`config.mk`:
```
export PLATFORM = sky130hd
export DESIGN_NAME = rwce_ctrl
export DESIGN_NICKNAME = d
export VERILOG_FILES = /design/src/rtl/rwce_pkg.sv /design/src/rtl/rwce_ctrl.sv
export SDC_FILE = /design/constraint.sdc
export NUM_CORES = 1
export LEC_CHECK = 0
export BUFFER_PORTS_ARGS = -buffer_cell sky130_fd_sc_hd__buf_4
export CAP_MARGIN = 5
export CORE_AREA = 4 4 41 43
export DETAILED_ROUTE_END_ITERATION = 8
export DIE_AREA = 0 0 45 47
export PLACE_DENSITY = 0.67
export SYNTH_ARGS = -nofsm -noshare
export SYNTH_HDL_FRONTEND = slang
export SYNTH_SLANG_ARGS = --single-unit
```
`constraint.sdc`:
```
create_clock -name clk -period 1.2 [get_ports clk]
set_input_delay 0.06 -clock clk [delete_from_list [all_inputs] [get_ports clk]]
set_output_delay 0.06 -clock clk [all_outputs]
set_load 0.01 [all_outputs]
```
`src/rtl/rwce_pkg.sv`:
```
// ----------------------------------------------------------------------------
// rwce_pkg
// Shared types, codes and sizes for the windowed RMS column engine.
// ----------------------------------------------------------------------------
package rwce_pkg;

  localparam int HIST_DEPTH = 4096;
  localparam int HIST_AW    = $clog2(HIST_DEPTH);
  localparam int SPAN_MAX   = 4096;
  localparam int SPAN_W     = 13;
  localparam int ACC_W      = 43;
  localparam int DIV_STEPS  = ACC_W;
  localparam int SQRT_STEPS = 16;
  localparam int ITER_W     = 6;
  localparam int ADDR_W     = 4;

  typedef enum logic [1:0] {
    CMD_PUSH   = 2'd0,
    CMD_RENDER = 2'd1,
    CMD_CLEAR  = 2'd2,
    CMD_NONE   = 2'd3
  } cmd_t;

  typedef enum logic [1:0] {
    REG_NUM_CH = 2'd0,
    REG_SPAN   = 2'd1,
    REG_WIDTH  = 2'd2,
    REG_GAIN   = 2'd3
  } reg_idx_t;

  typedef enum logic [3:0] {
    ST_CLEAR,
    ST_IDLE,
    ST_SETUP,
    ST_READ,
    ST_DRAIN,
    ST_DIV,
    ST_SQRT,
    ST_SCALE,
    ST_OUT
  } state_t;

  typedef struct packed {
    logic clr_step;
    logic push;
    logic clear;
    logic rend_start;
    logic setup;
    logic rd_step;
    logic div_start;
    logic div_step;
    logic sqrt_step;
    logic scale;
    logic out_load;
  } ctl_t;

  typedef struct packed {
    logic clr_last;
    logic col_ok;
    logic rd_last;
    logic pipe_busy;
    logic div_last;
    logic sqrt_last;
    logic out_free;
  } sts_t;

endpackage

```
`src/rtl/rwce_ctrl.sv`:
```
// ----------------------------------------------------------------------------
// rwce_ctrl
// Sequencer: clearing pass, accept, read walk, divide, root, scale, output.
// ----------------------------------------------------------------------------
module rwce_ctrl
  import rwce_pkg::*;
(
  input  logic       clk,
  input  logic       rst_n,
  input  logic       in_valid,
  input  logic [1:0] in_cmd,
  output logic       in_stall,
  input  sts_t       sts,
  output ctl_t       ctl
);

  state_t state_r, state_nxt;
  logic   in_fire;

  assign in_fire = in_valid && (state_r == ST_IDLE);

  always_ff @(posedge clk) begin
    if (!rst_n) begin
      state_r <= ST_CLEAR;
    end else begin
      state_r <= state_nxt;
    end
  end

  always_comb begin
    state_nxt = state_r;
    unique case (state_r)
      ST_CLEAR: if (sts.clr_last) state_nxt = ST_IDLE;
      ST_IDLE: begin
        if (in_fire && in_cmd == CMD_CLEAR) state_nxt = ST_CLEAR;
        else if (in_fire && in_cmd == CMD_RENDER && sts.col_ok) state_nxt = ST_SETUP;
      end
      ST_SETUP: state_nxt = ST_READ;
      ST_READ:  if (sts.rd_last) state_nxt = ST_DRAIN;
      ST_DRAIN: if (!sts.pipe_busy) state_nxt = ST_DIV;
      ST_DIV:   if (sts.div_last) state_nxt = ST_SQRT;
      ST_SQRT:  if (sts.sqrt_last) state_nxt = ST_SCALE;
      ST_SCALE: state_nxt = ST_OUT;
      ST_OUT:   if (sts.out_free) state_nxt = ST_IDLE;
      default:  state_nxt = ST_CLEAR;
    endcase
  end

  always_comb begin
    ctl      = '0;
    in_stall = 1'b1;
    unique case (state_r)
      ST_CLEAR: ctl.clr_step = 1'b1;
      ST_IDLE: begin
        in_stall       = 1'b0;
        ctl.push       = in_fire && in_cmd == CMD_PUSH;
        ctl.clear      = in_fire && in_cmd == CMD_CLEAR;
        ctl.rend_start = in_fire && in_cmd == CMD_RENDER && sts.col_ok;
      end
      ST_SETUP: ctl.setup     = 1'b1;
      ST_READ:  ctl.rd_step   = 1'b1;
      ST_DRAIN: ctl.div_start = !sts.pipe_busy;
      ST_DIV:   ctl.div_step  = 1'b1;
      ST_SQRT:  ctl.sqrt_step = 1'b1;
      ST_SCALE: ctl.scale     = 1'b1;
      ST_OUT:   ctl.out_load  = sts.out_free;
      default:  ctl = '0;
    endcase
  end

endmodule

```
==> results.cfg <==
[pwr]
p_per_area_nw_per_um2 = 789.8
leakagePower_uw = 0.0004660
ir_drop_uv = 698.4

[finish]
final_nets = 120
drive_above_1_share = 0.7547
fillCellCount = 81
seq_area_um2 = 92.59
antenna_cells = 0
largest_reg_flops = 4
largestRegisters = state_r (4)
regMostFlops = state_r
areaGrowthSynthToFinish_pct = 129.6
multiInputGateArea_um2 = 485.5

[logic_synthesis]
ys_warn_count = 0
synth_area_um2 = 460.4
yosysTopAreaCell = dfxtp_1
synth_cell_types = 27
synthTopCellsByArea = dfxtp_1 17%, nand2b_1 5.4%, nor3b_2 5.4%, nor4b_4 5.2%, nand2_1 4.9%
synth_top_family_by_area = simple AND/OR/NAND/NOR gates
ys_ff_latch = 4
ys_seq_area_frac = 0.1739
synth-compound-area-share = 0.1793
synthSimpleGateAreaFrac = 0.5489
syn-instance-count = 58
syn_area_per_cell_um2 = 7.939
synthMuxAreaShare = 0
synth_xor_area_frac = 0
synth_top_area_frac = 0.1739
yosys.area_share.adder = 0
synth_nets = 70

[grt]
grt_max_degree = 8
antenna_found_initial = 0
overflow = 0
grt_pass1_wl_um = 2711
track_usage = 0.1754
grt_pass1_vias = 617

[worst_setup_path]
reg2reg_slack_ns = -0.22
cp.arrival_ns = 1.40
worstPathRequired_ns = 1.14
path_max_fanout = 3
critPathLaunchType = register
endpoint_kind = primary output
worst_r2r_endpoint = state_r[0]
reg2reg_from = state_r[2]
rr_worst_depth = 5
crit_type = register to primary output

[min_path]
min_path_cells = 2
hold_path.class = primary input to register
min_to = state_r[3]
worstHoldStart = rst_n

[routing]
routed_wl_um = 1970
drt_first_pass_iters = 4
wl_per_cell_um = 16.28
vias = 658
drtIter0Drc = 18
postRouteAntennaNets = 0
via_per_inst = 5.438
drc_errors = 0

[clocking]
cts_buffers = 3
cts_buffer_depth = 2
path_clk_slew_ns = 0.04
cts-root-buf = clkbuf_4
htree_num_levels = 1
cts_sinks = 4
cts_tree = built
clkLatencyLatePin_ns = 0.23
holdBufCountCts = 0

[floorplanning]
die_height_um = 47
dieArea_um2 = 2115
core_um2 = 1301
die_w_um = 45
fp-row-count = 13
initial_utilization = 0.3538
ios = 24

[place]
dp_hpwl_um = 1159
io_buffers = 23
place_ws_ns = -0.1910
gp_congestion = 0.7943

[sta]
period_share = 1.216
setup_tns_ns = -1.786
max_slew_margin = 0.7318
hold_violations = 0
setup_violations = 13
grt_setup_unrepaired = true
fin_crit_ns = 1.459
fin_worst_skew_ns = 0.002529
fmax_mhz = 685.2
drv_slew = 0
setup_slack_ns = -0.2594
tightest_slew_ns = 0.3967

[flow_run]
drv_cap = 0

[outcome]
failed_checks = setup timing
status = finished with violations
report_power, final:
group	internal [uW]	switching, uW
clock	112	51.2
sequential	146	19.2
combinational	296	211
worst max-delay path, stage by stage (launching register included):
cell	delay, ns
dfxtp_4	0.34
buf_6	0.12
nor4b_4	0.27
nand2_2	0.10
nor3b_2	0.18
buf_4	0.15
synth_stat cells:
cell type / n
a211oi_1: 1
a21oi_1: 2
a311oi_2: 1
a32oi_1: 1
and2_1: 2
and3b_1: 1
buf_4: 2
buf_6: 1
dfxtp_1: 4
inv_1: 5
nand2_1: 6
nand2b_1: 4
nand3_1: 1
nand3b_1: 2
nand4b_1: 2
nor2_1: 5
nor3_1: 4
nor3b_1: 3
nor3b_2: 2
nor4_1: 2
nor4b_1: 1
nor4b_2: 1
nor4b_4: 1
o21a_1: 1
o31ai_1: 1
o32a_1: 1
o41ai_2: 1
cells in the final DEF, fill, tap and decap left out, types with 2 or more instances in the layout:
cell type / Yosys / final
buf_6: 1 / 13
nor4_4: 0 / 2
inv_1: 5 / 2
nor2_2: 0 / 2
a21oi_1: 2 / 2
nor3_1: 4 / 2
nand4b_1: 2 / 2
nand2b_1: 4 / 3
nor3_4: 0 / 2
nor3b_2: 2 / 3
nand2_4: 0 / 2
nand3b_1: 2 / 2
nor2_1: 5 / 2
buf_4: 2 / 34
inv_2: 0 / 2
nor4b_4: 1 / 2
clkbuf_4: 0 / 3
dfxtp_4: 0 / 3
nand2_1: 6 / 2
routing by layer:
layer / vias up / wire, um / track usage
li1: 315 / - / -
met1: 304 / 782 / 0.2182
met2: 29 / 975 / 0.2825
met3: 10 / 123 / 0.01916
met4: 0 / 89 / 0.1228
met5: - / 0 / 0
cell families after synthesis:
logic type | Yosys count
simple gates | 37
compound gates | 9
buf+inv | 8
flops | 4
per-stage QoR:
stage / hold slack, ns / power, uW / utilization / instance area, um2 / cells
after floorplan: 0.1536 / 334.3 / - / 471.7 / 58
after global placement: 0.3005 / 457.4 / 0.5644 / 734.5 / 106
after detailed placement: 0.3046 / 462.2 / 0.5644 / 734.5 / 106
after CTS: 0.06950 / 744.3 / 0.7240 / 942.2 / 118
after global routing: 0.08639 / 890.8 / 0.8125 / 1057 / 121
final: 0.07553 / 835.0 / 0.8125 / 1057 / 121
worst max-delay path by stage:
stage | end | cells past startpoint | slack, ns | startpoint
floorplan | ctl[9] | 4 | -0.006 | state_r[0]
global placement | state_r[0] | 4 | -0.13 | state_r[0]
detailed placement | state_r[0] | 4 | -0.19 | state_r[0]
CTS | ctl[8] | 5 | -0.26 | state_r[2]
global route | ctl[8] | 5 | -0.38 | state_r[2]
finish | ctl[8] | 5 | -0.26 | state_r[2]
repair_timing:
item                                    4_1_cts  5_1_grt
pin swaps                                    11        6
endpoints found under the setup margin       16       16
setup buffers                                 9        3
resized for setup                            31       21
area by class of cell:
type	instances	share of cell area
Multi-Input combinational cell	46	0.4592
Timing Repair Buffer	48	0.3941
Sequential cell	4	0.08757
Clock buffer	3	0.02130
Inverter	5	0.02012
Tap cell	15	0.01775
(Power assumes the default switching activity.)
